===== config.mk =====
export PLATFORM = sky130hd
export DESIGN_NAME = adaptive_trim_learner_top
export DESIGN_NICKNAME = d
export VERILOG_FILES = /design/src/hw/rtl/atl_pkg.sv /design/src/hw/rtl/adaptive_trim_learner_top.sv /design/src/hw/rtl/atl_cfg.sv /design/src/hw/rtl/atl_div.sv
export VERILOG_INCLUDE_DIRS = /design/src /design/src/hw/rtl
export SDC_FILE = /design/constraint.sdc
export NUM_CORES = 2
export LEC_CHECK = 0
export BUFFER_PORTS_ARGS = -buffer_cell sky130_fd_sc_hd__buf_2
export CAP_MARGIN = 0
export CORE_MARGIN = 8
export CORE_UTILIZATION = 40
export DETAILED_ROUTE_END_ITERATION = 6
export PLACE_DENSITY = 0.56
export SKIP_LAST_GASP = 1
export SLEW_MARGIN = 20
export SYNTH_ARGS = -nofsm -noshare
export SYNTH_HDL_FRONTEND = slang
export SYNTH_SLANG_ARGS = --single-unit

===== constraint.sdc =====
create_clock -name clk -period 11.5 [get_ports clk]
set_input_delay 1.15 -clock clk [delete_from_list [all_inputs] [get_ports clk]]
set_output_delay 1.15 -clock clk [all_outputs]
set_load 0.02 [all_outputs]

===== src/hw/rtl/adaptive_trim_learner_top_defines.svh =====
// Assertion macros for the trim learner.
`ifndef ADAPTIVE_TRIM_LEARNER_TOP_DEFINES_SVH
`define ADAPTIVE_TRIM_LEARNER_TOP_DEFINES_SVH

// Same-cycle implication on clk, idle under reset.
`define ATL_ASSERT_NOW(lbl, ante, cons, msg) \
	lbl: assert property (@(posedge clk) disable iff (!arst_n) (ante) |-> (cons)) \
		else $error(msg);

// Next-cycle implication on clk, idle under reset.
`define ATL_ASSERT_NEXT(lbl, ante, cons, msg) \
	lbl: assert property (@(posedge clk) disable iff (!arst_n) (ante) |=> (cons)) \
		else $error(msg);

`endif


===== src/hw/rtl/atl_pkg.sv =====
`timescale 1ns / 1ps
package atl_pkg;

	localparam int SEQ_WIDTH_DEF = 32;
	localparam int FEB_DEF       = 8;
	localparam int CFG_IDX_W     = 3;
	localparam int CFG_DATA_W    = 20;
	localparam int DVS_W         = 21;

	localparam logic [19:0]        FILTER_TAU_RST   = 20'd10000;
	localparam logic [14:0]        REJECT_RATE_RST  = 15'd0;
	localparam logic signed [15:0] MIN_DRIVE_RST    = 16'sd0;
	localparam logic [14:0]        DEAD_ZONE_RST    = 15'd0;
	localparam logic [15:0]        STEP_RATE_RST    = 16'd0;
	localparam logic signed [15:0] TRIM_FLOOR_RST   = -16'sd32768;
	localparam logic signed [15:0] TRIM_CEILING_RST = 16'sd32767;
	localparam logic [15:0]        MAX_GAP_RST      = 16'd1000;

	typedef enum logic [CFG_IDX_W-1:0] {
		REG_FILTER_TAU   = 3'd0,
		REG_REJECT_RATE  = 3'd1,
		REG_MIN_DRIVE    = 3'd2,
		REG_DEAD_ZONE    = 3'd3,
		REG_STEP_RATE    = 3'd4,
		REG_TRIM_FLOOR   = 3'd5,
		REG_TRIM_CEILING = 3'd6,
		REG_MAX_GAP      = 3'd7
	} atl_reg_t;

	typedef struct packed {
		logic [19:0]        filter_tau;
		logic [14:0]        reject_rate;
		logic signed [15:0] min_drive;
		logic [14:0]        dead_zone;
		logic [15:0]        step_rate;
		logic signed [15:0] trim_floor;
		logic signed [15:0] trim_ceiling;
		logic [15:0]        max_gap;
	} atl_cfg_t;

endpackage


===== src/hw/rtl/adaptive_trim_learner_top.sv =====
// Path: a dropped, rejected, resync or restart word goes from accept through CHECK, SPLIT and
// OUT, which loads the output register; a filtered sample passes CHECK, MUL, DLOAD, DIV, GATE,
// TRIM only if the trim steps, then SPLIT and OUT. The next word is taken the cycle after the
// output load, one word at a time; the yaw filter divider sets the long case; out_stall holds OUT.
// Reset (arst_n, async, low): trim, filter, estimate, fault, last sequence cleared;
// registers return to their defaults. No clearing pass.
`timescale 1ns / 1ps
`include "adaptive_trim_learner_top_defines.svh"
module adaptive_trim_learner_top import atl_pkg::*; #(
	parameter int SEQ_WIDTH         = SEQ_WIDTH_DEF,
	parameter int FILTER_EXTRA_BITS = FEB_DEF
) (
	input  logic                  clk,
	input  logic                  arst_n,
	input  logic                  cfg_write,
	input  logic [CFG_IDX_W-1:0]  cfg_index,
	input  logic [CFG_DATA_W-1:0] cfg_data,
	input  logic                  in_valid,
	output logic                  in_stall,
	input  logic                  opcode,
	input  logic [31:0]           sample_seq,
	input  logic [15:0]           interval,
	input  logic signed [15:0]    yaw_rate,
	input  logic signed [15:0]    drive,
	input  logic                  turning,
	input  logic                  sensor_ok,
	input  logic signed [15:0]    trim_value,
	output logic                  out_valid,
	input  logic                  out_stall,
	output logic                  ok,
	output logic signed [15:0]    trim,
	output logic                  fault,
	output logic signed [15:0]    split
);

	localparam int FY_W  = 16 + FILTER_EXTRA_BITS;
	localparam int DF_W  = FY_W + 1;
	localparam int MB_W  = 17;
	localparam int P_W   = DF_W + MB_W;
	localparam int PM_W  = FY_W + 16;

	typedef enum logic [8:0] {
		ST_IDLE  = 9'b000000001,
		ST_CHECK = 9'b000000010,
		ST_MUL   = 9'b000000100,
		ST_DLOAD = 9'b000001000,
		ST_DIV   = 9'b000010000,
		ST_GATE  = 9'b000100000,
		ST_TRIM  = 9'b001000000,
		ST_SPLIT = 9'b010000000,
		ST_OUT   = 9'b100000000
	} state_t;

	atl_cfg_t cfg;

	atl_cfg u_cfg (
		.clk       (clk),
		.arst_n    (arst_n),
		.cfg_write (cfg_write),
		.cfg_index (cfg_index),
		.cfg_data  (cfg_data),
		.regs      (cfg)
	);

	state_t state_q;

	// latched input word
	logic                 op_q;
	logic [SEQ_WIDTH-1:0] seq_q;
	logic [15:0]          dt_q;
	logic signed [15:0]   yaw_q;
	logic signed [15:0]   drive_q;
	logic                 turn_q;
	logic                 sok_q;
	logic signed [15:0]   tval_q;

	// learner state
	logic signed [15:0]   trim_q;
	logic signed [FY_W-1:0] filt_q;
	logic                 est_q;
	logic                 fault_q;
	logic [SEQ_WIDTH-1:0] prev_seq_q;
	logic                 ok_q;
	logic                 neg_q;

	// shared multiplier
	logic signed [DF_W-1:0] mul_a;
	logic signed [MB_W-1:0] mul_b;
	logic signed [P_W-1:0]  prod_q;

	// output register
	logic                 out_valid_q;
	logic                 ok_o_q;
	logic signed [15:0]   trim_o_q;
	logic                 fault_o_q;
	logic signed [15:0]   split_o_q;

	logic signed [FY_W-1:0] target;
	logic signed [DF_W-1:0] diff;
	logic signed [16:0]     yaw_ext;
	logic [16:0]            yaw_mag;
	logic                   reject;
	logic                   resync;
	logic                   in_range;
	logic [P_W-1:0]         prod_abs;
	logic [PM_W-1:0]        quo;
	logic [DVS_W-1:0]       divisor;
	logic                   div_start;
	logic                   div_done;
	logic signed [FY_W:0]   q_ext;
	logic signed [FY_W:0]   filt_nx;
	logic signed [FY_W:0]   filt_ext;
	logic [FY_W:0]          filt_mag;
	logic [FY_W:0]          dz_scaled;
	logic                   quiet;
	logic signed [17:0]     step_ext;
	logic signed [17:0]     trim_nx;
	logic                   at_floor;
	logic                   at_ceil;
	logic signed [15:0]     trim_new;
	logic signed [P_W-1:0]  prod_sh;
	logic signed [15:0]     split_nx;
	logic                   out_free;

	assign target   = FY_W'(yaw_q) <<< FILTER_EXTRA_BITS;
	assign diff     = DF_W'(target) - DF_W'(filt_q);
	assign yaw_ext  = 17'(yaw_q);
	assign yaw_mag  = yaw_ext[16] ? 17'(-yaw_ext) : 17'(yaw_ext);
	assign reject   = (cfg.reject_rate != '0) && (yaw_mag > 17'(cfg.reject_rate));
	assign resync   = !est_q || (dt_q == '0) || (dt_q > cfg.max_gap);
	assign in_range = (tval_q >= $signed(cfg.trim_floor)) &&
	                  (tval_q <= $signed(cfg.trim_ceiling));

	always_comb begin
		case (state_q)
			ST_MUL: begin
				mul_a = diff;
				mul_b = $signed({1'b0, dt_q});
			end
			ST_GATE: begin
				mul_a = DF_W'($signed({1'b0, cfg.step_rate}));
				mul_b = $signed({1'b0, dt_q});
			end
			default: begin
				mul_a = DF_W'(trim_q);
				mul_b = MB_W'(drive_q);
			end
		endcase
	end

	assign prod_abs  = prod_q[P_W-1] ? P_W'(-prod_q) : P_W'(prod_q);
	assign divisor   = DVS_W'(cfg.filter_tau) + DVS_W'(dt_q);
	assign div_start = (state_q == ST_DLOAD);

	atl_div #(
		.N_W (PM_W)
	) u_div (
		.clk      (clk),
		.arst_n   (arst_n),
		.start    (div_start),
		.dividend (prod_abs[PM_W-1:0]),
		.divisor  (divisor),
		.done     (div_done),
		.quotient (quo)
	);

	// quotient magnitude stays below 2^FY_W
	assign q_ext     = $signed({1'b0, quo[FY_W-1:0]});
	assign filt_nx   = (FY_W+1)'(filt_q) + (neg_q ? -q_ext : q_ext);
	assign filt_ext  = (FY_W+1)'(filt_q);
	assign filt_mag  = filt_ext[FY_W] ? (FY_W+1)'(-filt_ext) : (FY_W+1)'(filt_ext);
	assign dz_scaled = (FY_W+1)'(cfg.dead_zone) << FILTER_EXTRA_BITS;
	assign quiet     = fault_q || (drive_q < $signed(cfg.min_drive)) ||
	                   (filt_mag <= dz_scaled);

	assign step_ext = $signed({2'b00, prod_q[31:16]});
	assign trim_nx  = filt_q[FY_W-1] ? 18'(trim_q) + step_ext : 18'(trim_q) - step_ext;
	assign at_floor = (trim_nx <= 18'($signed(cfg.trim_floor)));
	assign at_ceil  = (trim_nx >= 18'($signed(cfg.trim_ceiling)));
	assign trim_new = at_floor ? $signed(cfg.trim_floor) :
	                  at_ceil  ? $signed(cfg.trim_ceiling) : trim_nx[15:0];

	// floor of trim*drive / 2^14, saturated; zero when drive is not positive
	assign prod_sh = prod_q >>> 14;
	always_comb begin
		if (drive_q <= 16'sd0)
			split_nx = 16'sd0;
		else if (prod_sh > P_W'(32767))
			split_nx = 16'sd32767;
		else if (prod_sh < -P_W'(32768))
			split_nx = -16'sd32768;
		else
			split_nx = prod_sh[15:0];
	end

	assign out_free = !out_valid_q || !out_stall;

	always_ff @(posedge clk or negedge arst_n) begin
		if (!arst_n) begin
			state_q     <= ST_IDLE;
			trim_q      <= '0;
			filt_q      <= '0;
			est_q       <= 1'b0;
			fault_q     <= 1'b0;
			prev_seq_q  <= '0;
			out_valid_q <= 1'b0;
		end else begin
			if (state_q == ST_OUT && out_free)
				out_valid_q <= 1'b1;
			else if (out_valid_q && !out_stall)
				out_valid_q <= 1'b0;
			case (state_q)
				ST_IDLE: begin
					if (in_valid)
						state_q <= ST_CHECK;
				end
				ST_CHECK: begin
					state_q <= ST_SPLIT;
					if (op_q) begin
						if (in_range) begin
							trim_q  <= tval_q;
							est_q   <= 1'b0;
							fault_q <= 1'b0;
							filt_q  <= '0;
						end
					end else if (seq_q != prev_seq_q) begin
						prev_seq_q <= seq_q;
						if (sok_q) begin
							if (turn_q || reject) begin
								est_q <= 1'b0;
							end else if (resync) begin
								filt_q <= target;
								est_q  <= 1'b1;
							end else begin
								state_q <= ST_MUL;
							end
						end
					end
				end
				ST_MUL:   state_q <= ST_DLOAD;
				ST_DLOAD: state_q <= ST_DIV;
				ST_DIV: begin
					if (div_done) begin
						filt_q  <= filt_nx[FY_W-1:0];
						state_q <= ST_GATE;
					end
				end
				ST_GATE: state_q <= quiet ? ST_SPLIT : ST_TRIM;
				ST_TRIM: begin
					trim_q <= trim_new;
					if (at_floor || at_ceil)
						fault_q <= 1'b1;
					state_q <= ST_SPLIT;
				end
				ST_SPLIT: state_q <= ST_OUT;
				ST_OUT: begin
					if (out_free)
						state_q <= ST_IDLE;
				end
				default: state_q <= ST_IDLE;
			endcase
		end
	end

	always_ff @(posedge clk) begin
		prod_q <= mul_a * mul_b;
		if (state_q == ST_IDLE && in_valid) begin
			op_q    <= opcode;
			seq_q   <= sample_seq[SEQ_WIDTH-1:0];
			dt_q    <= interval;
			yaw_q   <= yaw_rate;
			drive_q <= drive;
			turn_q  <= turning;
			sok_q   <= sensor_ok;
			tval_q  <= trim_value;
		end
		if (state_q == ST_CHECK)
			ok_q <= op_q && in_range;
		if (state_q == ST_TRIM)
			ok_q <= (trim_new != trim_q);
		if (state_q == ST_DLOAD)
			neg_q <= prod_q[P_W-1];
		if (state_q == ST_OUT && out_free) begin
			ok_o_q    <= ok_q;
			trim_o_q  <= trim_q;
			fault_o_q <= fault_q;
			split_o_q <= split_nx;
		end
	end

	assign in_stall  = (state_q != ST_IDLE);
	assign out_valid = out_valid_q;
	assign ok        = ok_o_q;
	assign trim      = trim_o_q;
	assign fault     = fault_o_q;
	assign split     = split_o_q;

	`ATL_ASSERT_NEXT(a_busy_after_accept, in_valid && !in_stall, in_stall, "word accepted but block not busy")
	`ATL_ASSERT_NOW(a_div_done_in_div, div_done, state_q == ST_DIV, "divider finished outside divide phase")
	`ATL_ASSERT_NOW(a_fault_from_trim, $rose(fault_q), $past(state_q == ST_TRIM), "fault latched outside trim update")

endmodule


===== src/hw/rtl/atl_cfg.sv =====
`timescale 1ns / 1ps
module atl_cfg import atl_pkg::*; (
	input  logic                  clk,
	input  logic                  arst_n,
	input  logic                  cfg_write,
	input  logic [CFG_IDX_W-1:0]  cfg_index,
	input  logic [CFG_DATA_W-1:0] cfg_data,
	output atl_cfg_t              regs
);

	atl_cfg_t regs_q;

	always_ff @(posedge clk or negedge arst_n) begin
		if (!arst_n) begin
			regs_q.filter_tau   <= FILTER_TAU_RST;
			regs_q.reject_rate  <= REJECT_RATE_RST;
			regs_q.min_drive    <= MIN_DRIVE_RST;
			regs_q.dead_zone    <= DEAD_ZONE_RST;
			regs_q.step_rate    <= STEP_RATE_RST;
			regs_q.trim_floor   <= TRIM_FLOOR_RST;
			regs_q.trim_ceiling <= TRIM_CEILING_RST;
			regs_q.max_gap      <= MAX_GAP_RST;
		end else if (cfg_write) begin
			case (atl_reg_t'(cfg_index))
				REG_FILTER_TAU:   regs_q.filter_tau   <= cfg_data[19:0];
				REG_REJECT_RATE:  regs_q.reject_rate  <= cfg_data[14:0];
				REG_MIN_DRIVE:    regs_q.min_drive    <= $signed(cfg_data[15:0]);
				REG_DEAD_ZONE:    regs_q.dead_zone    <= cfg_data[14:0];
				REG_STEP_RATE:    regs_q.step_rate    <= cfg_data[15:0];
				REG_TRIM_FLOOR:   regs_q.trim_floor   <= $signed(cfg_data[15:0]);
				REG_TRIM_CEILING: regs_q.trim_ceiling <= $signed(cfg_data[15:0]);
				REG_MAX_GAP:      regs_q.max_gap      <= cfg_data[15:0];
				default: ;
			endcase
		end
	end

	assign regs = regs_q;

endmodule


===== src/hw/rtl/atl_div.sv =====
`timescale 1ns / 1ps
// Unsigned restoring divider, two quotient bits per cycle.
module atl_div import atl_pkg::*; #(
	parameter int N_W = 40
) (
	input  logic             clk,
	input  logic             arst_n,
	input  logic             start,
	input  logic [N_W-1:0]   dividend,
	input  logic [DVS_W-1:0] divisor,
	output logic             done,
	output logic [N_W-1:0]   quotient
);

	localparam int ITER  = (N_W + 1) / 2;
	localparam int NP_W  = 2 * ITER;
	localparam int CNT_W = $clog2(ITER);

	logic [NP_W-1:0]  num_q;
	logic [DVS_W-1:0] rem_q;
	logic [DVS_W-1:0] dvs_q;
	logic [CNT_W-1:0] cnt_q;
	logic             busy_q;
	logic             done_q;

	logic [DVS_W:0]   r1;
	logic [DVS_W:0]   r2;
	logic [DVS_W-1:0] rem1;
	logic [DVS_W-1:0] rem2;
	logic             q1;
	logic             q2;

	always_comb begin
		r1 = {rem_q, num_q[NP_W-1]};
		q1 = (r1 >= {1'b0, dvs_q});
		rem1 = q1 ? DVS_W'(r1 - {1'b0, dvs_q}) : r1[DVS_W-1:0];
		r2 = {rem1, num_q[NP_W-2]};
		q2 = (r2 >= {1'b0, dvs_q});
		rem2 = q2 ? DVS_W'(r2 - {1'b0, dvs_q}) : r2[DVS_W-1:0];
	end

	always_ff @(posedge clk or negedge arst_n) begin
		if (!arst_n) begin
			busy_q <= 1'b0;
			done_q <= 1'b0;
			cnt_q  <= '0;
		end else begin
			done_q <= 1'b0;
			if (start) begin
				busy_q <= 1'b1;
				cnt_q  <= '0;
			end else if (busy_q) begin
				cnt_q <= cnt_q + 1'b1;
				if (cnt_q == CNT_W'(ITER - 1)) begin
					busy_q <= 1'b0;
					done_q <= 1'b1;
				end
			end
		end
	end

	always_ff @(posedge clk) begin
		if (start) begin
			num_q <= NP_W'(dividend);
			rem_q <= '0;
			dvs_q <= divisor;
		end else if (busy_q) begin
			num_q <= {num_q[NP_W-3:0], q1, q2};
			rem_q <= rem2;
		end
	end

	assign done     = done_q;
	assign quotient = num_q[N_W-1:0];

endmodule

==> impl_summary.txt <==
----------------------------------------------------
[Status]
  Status ... finished clean

[Floorplanning]
  Initial Util ... 0.404
  Die area ... roughly 0.12 mm²
  Y dimension of the die ... approximately 350 µm
  Standard cell core area ... 0.111 mm²
  Horiz. Die Dim ... around 350 µm
  FP Rows ... roughly 120
  Boundary pin count ... roughly 160

[Clock tree]
  CTS hold repair buffers ... 0
  Clock root cell ... sky130_fd_sc_hd__clkbuf_16
  Count of clock tree sinks ... 480
  Post-CTS Setup Repair Bufs ... 0
  Clock slew at the register clock pins of the worst setup and hold paths ... 0.06 ns
  Worst-skew pair later-pin latency ... around 0.66 ns
  CTS tree ... built
  Post_cts resized ... 0
  Total CTS buffers ... 55
  Max clock buf depth ... 3
  Maximum level of the CTS H-tree ... 2

[STA]
  Worst Clk Skew ... 0.0353 ns
  Number of max-slew violations in the final report ... 0
  Unrepaired setup endpoints after global routing ... false
  Slew at the pin closest to its max-slew limit ... between 1 and 1.5 ns
  Setup TNS ... 0 ns
  Achievable Freq ... approximately 97 MHz
  Final hold vios ... 0
  Post-route fraction of the period consumed by the critical path ... 0.898
  Setup violators final ... 0
  Min cycle time layout ... 10.32 ns
  Headroom to the max-slew limit ... 0.154

[Layout]
  Number of nets at the end of the flow ... around 5800
  Fraction of final layout cells with drive strength greater than 1 ... 0.115
  P&R area growth vs syn ... 10.1%
  Most frequent cells in the layout ... sky130_fd_sc_hd__inv_1, sky130_fd_sc_hd__nand2_1, sky130_fd_sc_hd__nor2_1
  Most common library cell in the layout ignoring fill and taps ... sky130_fd_sc_hd__inv_1
  Area used by multi-input combinational logic ... 0.0290 mm²
  Filler cell count ... between 10000 and 15000
  Reg area ... 0.0127 mm²

[Detailed routing]
  Total DRC errors in the routed layout ... 0
  Average vias per placed instance ... between 5 and 6
  Routed vias ... between 30000 and 40000
  Detailed router's first-iteration violation count ... approximately 2900
  Drt total wl ... around 150000 µm
  First-pass iteration count of the detailed router ... 6
  Remaining antenna violation count ... 0
  Wire per inst ... 22.9 µm

[Critical path]
  CP max stage delay ... between 0.8 and 0.9 ns
  Max FO, Critical Path ... 35
  Data required time of the critical path ... ~12 ns
  Arr. time, crit path ... ~11 ns
  Nature of the critical path endpoint ... flop
  Element type at the critical path start ... flop
  Most frequent cell on the critical path ... sky130_fd_sc_hd__inv_1
  Crit-path slowest cell ... sky130_fd_sc_hd__a21oi_2
  Worst Setup Path Type ... reg -> reg

[GRT]
  Global-route wire length before repair ... between 200000 and 250000 µm
  Via count of the first global-routing pass ... 35687
  Gr ovfl total ... 0
  Antenna violations before repair ... 10
  Total routing usage reported by global routing ... 0.240
  Largest net degree at the start of global routing ... 96

[Place]
  Final weighted congestion in routability-driven placement ... 0.972
  DP HPWL ... 117000 µm
  Input/output buffers ... roughly 160

[Flow run]
  Max-cap viol count ... 0

[Synthesis]
  Post-Synthesis Cell Area ... about 0.045 mm²
  Warning count from the yosys run ... 0
  Synth Net Count ... roughly 5700
  Async set or reset register ratio after synthesis ... 0.460
  Post-synth EDFFs ... about 200
  Post-synthesis instance total ... around 4800
  Sequential element share of the synthesized area ... 0.284
  Average instance area after synthesis ... 9.41 µm²
  Flip-flop and latch count after synthesis ... 480
  Number of different library cells in the post-synthesis netlist ... 96
  Most used flip-flop cell after synthesis ... sky130_fd_sc_hd__edfxtp_1

[Min path]
  Class of the most critical hold timing path ... reg -> reg

----------------------------------------------------
cells in the mapped netlist, types with 20 or more instances:
cell                       instances  area share
sky130_fd_sc_hd__a211oi_1         24      0.0040
sky130_fd_sc_hd__a21o_1           85       0.014
sky130_fd_sc_hd__a21oi_1         185       0.021
sky130_fd_sc_hd__a31oi_1          26      0.0036
sky130_fd_sc_hd__and3_1           24      0.0034
sky130_fd_sc_hd__buf_2            22      0.0025
sky130_fd_sc_hd__clkbuf_1        131       0.011
sky130_fd_sc_hd__dfrtp_1         193        0.11
sky130_fd_sc_hd__dfstp_2          28       0.016
sky130_fd_sc_hd__dfxtp_1          63       0.028
sky130_fd_sc_hd__edfxtp_1        196        0.13
sky130_fd_sc_hd__fa_1            422        0.19
sky130_fd_sc_hd__ha_1            349       0.098
sky130_fd_sc_hd__inv_1           664       0.056
sky130_fd_sc_hd__mux2_2          139       0.035
sky130_fd_sc_hd__mux2i_1          31      0.0069
sky130_fd_sc_hd__nand2_1         488       0.041
sky130_fd_sc_hd__nand2b_1         36      0.0050
sky130_fd_sc_hd__nand3_1          62      0.0069
sky130_fd_sc_hd__nand4_1          49      0.0068
sky130_fd_sc_hd__nor2_1          452       0.038
sky130_fd_sc_hd__nor2b_1          28      0.0039
sky130_fd_sc_hd__nor3_1           59      0.0066
sky130_fd_sc_hd__nor4_1           32      0.0045
sky130_fd_sc_hd__o211ai_1         24      0.0040
sky130_fd_sc_hd__o21a_1           37      0.0062
sky130_fd_sc_hd__o21ai_0         276       0.031
sky130_fd_sc_hd__o21bai_1         20      0.0034
sky130_fd_sc_hd__o31ai_1          41      0.0069
sky130_fd_sc_hd__or2_2            24      0.0034
sky130_fd_sc_hd__or3_1            26      0.0036
sky130_fd_sc_hd__xnor2_1         209       0.041
sky130_fd_sc_hd__xor2_1           93       0.018
path summary, 6_finish.rpt:
path / from / endpoint / slack, ns / depth (start not counted)
setup reg to reg: state_q[3] / prod_q[41] / 1.18 / 32
hold reg to reg: ok_q / ok / 0.47 / 0
setup / recovery: state_q[3] / prod_q[41] / 1.18 / 32
hold / removal: ok_q / ok / 0.47 / 0
min in group asynchronous: arst_n / u_cfg.regs[89] / 0.52 / 1
max in group asynchronous: arst_n / u_cfg.regs[111] / 9.39 / 2
flip-flops by register name, summed over array words and instances, names as in the netlist, 5 cells and up:
signal / count
u_cfg.regs: 130
prod_q: 42
u_div.quotient: 40
prev_seq_q: 32
seq_q: 32
filt_q: 24
u_div.dvs_q: 21
u_div.rem_q: 21
drive_q: 16
dt_q: 16
split: 16
trim: 16
trim_q: 16
tval_q: 16
yaw_q: 16
state_q: 9
u_div.cnt_q: 5
metal layers:
layer,track usage,up-vias,share of wire
li1,-,16186,-
met1,0.326,17330,0.43
met2,0.385,1228,0.45
met3,0.0369,256,0.073
met4,0.0944,0,0.044
met5,0,-,0
final cells by class:
class                           count  share of cell area
Antenna cell                        4            0.000203
Clock buffer                       69              0.0300
Multi-Input combinational cell   3451               0.589
Tap cell                         1488              0.0378
Clock inverter                     35             0.00716
Timing Repair Buffer              231              0.0273
Sequential cell                   480               0.258
Inverter                          666              0.0507
per-stage QoR:
| stage | cell area [µm²] | cells | util | hold slack [ns] | setup slack (ns) |
|---|---|---|---|---|---|
| floorplan | 44800 | 4759 | - | 0.400 | 3.33 |
| global placement | 47400 | 6314 | 0.428 | 0.459 | 1.62 |
| detailed placement | 47400 | 6314 | 0.428 | 0.447 | 1.39 |
| CTS | 49300 | 6418 | 0.445 | 0.461 | 1.35 |
| global route | 49300 | 6421 | 0.445 | 0.475 | 0.540 |
| finish | 49300 | 6424 | 0.445 | 0.470 | 1.18 |
kinds of logic (layout without fill, tap and decap cells):
| family | count (synthesis) | count (layout) | share of synthesized area |
|---|---|---|---|
| AOI/OAI and AO/OA | 848 | 848 | 0.120 |
| xor gates and xnor gates | 303 | 303 | 0.0596 |
| adders and majority gates | 771 | 771 | 0.286 |
| buffers and inverters | 828 | 1001 | 0.0705 |
| DFF | 480 | 480 | 0.284 |
| muxes | 170 | 170 | 0.0419 |
| other | 0 | 4 | 0 |
| and+or+nand+nor | 1359 | 1359 | 0.138 |
worst max-delay path, delay by kind of cell (launching register included):
family	cells	cell delay (ns)
and+or+nand+nor	11	2.97
xor gates and xnor gates	1	0.10
AOI/OAI and AO/OA	6	2.41
adders and majority gates	7	3.59
buffers and inverters	7	0.65
DFF	1	0.46
Power is left out: the tool's default activity adds up to more than one toggle a clock period on the data nets, which glitch-free logic cannot reach.
